===== src/rtl/swpr_pkg.sv =====
// Shared types and constants for the sliding-window peak-rate counter.
package swpr_pkg;

  localparam int TIME_W = 22;
  localparam int CNT_W  = 11;

  localparam int SEC_PER_DAY  = 86400;
  localparam int SEC_PER_HOUR = 3600;
  localparam int SEC_PER_MIN  = 60;

  typedef struct packed {
    logic [4:0] req_day;
    logic [4:0] req_hour;
    logic [5:0] req_minute;
    logic [5:0] req_second;
  } req_t;

  typedef struct packed {
    logic [CNT_W-1:0]  window_count;
    logic [CNT_W-1:0]  peak_count;
    logic [TIME_W-1:0] peak_from_time;
    logic [TIME_W-1:0] peak_to_time;
    logic              new_peak;
    logic              fifo_overflow;
  } rsp_t;

endpackage


===== src/rtl/swpr_gap_cmp.sv =====
// Gap comparator: decides whether the oldest timestamp has left the window.
module swpr_gap_cmp
  import swpr_pkg::*;
(
  input  logic [TIME_W-1:0] old_time,
  input  logic [TIME_W-1:0] new_time,
  input  logic [TIME_W-1:0] window,
  output logic              evict
);

  logic [TIME_W-1:0] gap;

  // Absolute difference of the two wrapped times, then one compare.
  always_comb begin
    if (old_time > new_time) begin
      gap = old_time - new_time;
    end else begin
      gap = new_time - old_time;
    end
    evict = (gap >= window);
  end

endmodule


===== config.mk =====
export PLATFORM = sky130hd
export DESIGN_NAME = swpr_gap_cmp
export DESIGN_NICKNAME = d
export VERILOG_FILES = /design/src/rtl/swpr_pkg.sv /design/src/rtl/swpr_gap_cmp.sv
export SDC_FILE = /design/constraint.sdc
export NUM_CORES = 1
export LEC_CHECK = 0
export ABC_AREA = 0
export BUFFER_PORTS_ARGS = -buffer_cell sky130_fd_sc_hd__buf_2
export CAP_MARGIN = 10
export CORE_ASPECT_RATIO = 0.9
export CORE_MARGIN = 5
export CORE_UTILIZATION = 40
export DETAILED_ROUTE_END_ITERATION = 16
export GPL_ROUTABILITY_DRIVEN = 0
export PLACE_DENSITY = 0.66
export SYNTH_ARGS = -nofsm -noshare
export SYNTH_HDL_FRONTEND = slang
export SYNTH_SLANG_ARGS = --single-unit

===== constraint.sdc =====
create_clock -name vclk -period 11.9
set_input_delay 1.785 -clock vclk [all_inputs]
set_output_delay 1.785 -clock vclk [all_outputs]
set_load 0.02 [all_outputs]

==> run_results.csv <==
group,metric,value,unit
cells_and_area,syn_to_final_growth,11.1,%
sta,setup_ws,4480,ps
pwr,peakVddDrop,0.0241,mV
placement,port_buffers,67,
synth,syn_area,2970,um^2
route,routed_wl,7950,um
sta,tightest_slew,658,ps
route,vias,3109,
die,die_w,101,um
route,drt-initial-drc-count,270,
global_routing,grt_use_total,16.0,%
cells_and_area,register_area,0,um^2
global_routing,grt_pass1_wl,12900,um
global_routing,grt_pass1_vias,2840,
die,die_h,91.8,um
min_path,hold_path_end,"evict",
worst_setup_path,path_class,"primary input to output port",
die,pin_count,67,
synth,yosysSeqAreaShare,0,%
global_routing,grt_remaining_overflow,0,
die,core_region_area,7150,um^2
sta,rsz0062_at_grt,"false",
cells_and_area,layout.cells.non_filler,571,
synth,synth_nets,563,
route,post_drt_wl_per_cell,13.9,um
worst_setup_path,start_kind,"primary input",
clock_tree,postCtsHoldBufs,0,
synth,syn_avg_cell_area,6.92,um^2
pwr,p_per_area,59.0,nW/um^2
placement,hpwl,6970,um
cells_and_area,utilization,46.2,%
die,num_rows,29,
synth,ys_warn_count,0,
synth,synthCells,430,
cells_and_area,layout_commonest_cell,"inv_1",
placement,place_ws,4450,ps
pwr,leakagePower,1.81,nW
cells_and_area,drive_gt1_share,17.2,%
sta,hold_viol,0,
run_status,status,"completed",
placement,dp_cells,571,
cells_and_area,n_antenna_cell,0,
route,routed_via_density,5.44,
cells_and_area,clkbuf_count,0,
min_path,hp-start,"window[21]",
worst_setup_path,critPathRequiredTime,10120,ps
sta,fin_tns_setup,0,ps
run,drv_cap,0,
sta,max_freq,0.135,GHz
route,route.detailed.drc,0,
synth,synth_cell_types,56,
global_routing,antenna_found_initial,0,
sta,finalMaxSlewViolations,0,
worst_setup_path,arrival,5630,ps
die,dieArea,9260,um^2
cells_and_area,final_cell_mix,"73 x inv_1, 67 x buf_2, 65 x ha_1",
worst_setup_path,crit_fanout,11,
route,ant_nets,0,
worst_setup_path,critPathCaptureType,"output port",
pwr,p_total,0.195,mW
cells_and_area,fin_nets,613,
min_path,hold_class,"primary input to output port",
die,initial_core_util,41.6,%
min_path,hold_path_depth,6,
cells_and_area,flops_and_latches,0,
clock_tree,post_cts_buffers,0,
sta,min_period_over_period,62.3,%
clock_tree,cts_resized,0,
sta,period_needed,7420,ps
global_routing,grt_max_degree,12,
route,first_pass_iters,5,
sta,final-setup-viol-count,0,
sta,slew_headroom,55.0,%
worst max-delay path, cell delays in order:
cell and delay, ps:
buf_2 100, inv_1 50, ha_1 150, inv_1 60
fa_1 400, a21oi_1 160, nor3b_1 70, or3_1 400
a31o_2 290, a21o_1 370, o221ai_1 300, xnor2_1 100
ha_1 320, nand4_1 120, nor4_1 300, nand2_1 80
a21boi_0 170, nor2_1 60, o211ai_1 160, buf_2 190
power by group:
part	internal, mW	switching [mW]
clock	0	0
sequential	0	0
combinational	0.0834	0.112
total	0.0834	0.112
through the flow:
step	area [um^2]	hold WS, ps
detailed placement	3300	4130
CTS	3300	4130
global placement	3300	4120
global route	3300	4180
floorplan	2970	3970
finish	3300	4120
how the worst max path moves through the flow:
stage                           start  endpoint  slack [ps]  depth (start not counted)
after detailed placement  old_time[0]     evict        4450                         20
after floorplan           old_time[0]     evict        5000                         18
after global routing      old_time[0]     evict        4210                         20
after global placement    old_time[0]     evict        4620                         20
after CTS                 old_time[0]     evict        4450                         20
final                     old_time[0]     evict        4480                         20
cell families (layout without fill, tap and decap cells):
kind of cell	Yosys count	after routing	share of synthesized area [%]
AO/OA/AOI/OAI	142	142	30.5
XOR/XNOR	20	20	5.89
adder cells (fa/ha/maj)	67	67	28.7
buffers and inverters	92	140	13.3
multiplexers	14	14	4.71
AND/OR/NAND/NOR	95	95	16.9
cells in the mapped netlist (5+ instances only):
library cell | number | area [um^2]
xor2_1 | 8 | 70.1
inv_1 | 73 | 274
o21bai_1 | 6 | 45.0
nor2_1 | 18 | 67.6
buf_6 | 5 | 56.3
nor2b_1 | 6 | 37.5
a21o_1 | 10 | 75.1
o21a_1 | 7 | 52.6
mux2i_1 | 14 | 140
ha_1 | 65 | 813
nand3_1 | 10 | 50.1
a21oi_1 | 56 | 280
buf_2 | 9 | 45.0
nand4_1 | 11 | 68.8
o21ai_0 | 25 | 125
xnor2_1 | 12 | 105
nand2_1 | 27 | 101
routing by layer:
layer / vias to the layer above / track usage (%) / part of all wire, %
li1: 1598 / - / -
met1: 1379 / 24.5 / 50
met2: 126 / 26.3 / 43
met3: 6 / 0.683 / 7.1
met4: 0 / 0.221 / 0.33
met5: - / 0 / 0
final cells by class:
type / count / area, um^2
fillers: 735 / 3840
inverters: 73 / 274
multi-input cells: 338 / 2580
well taps: 93 / 116
repair buffers: 67 / 335
(Power assumes the default switching activity.)
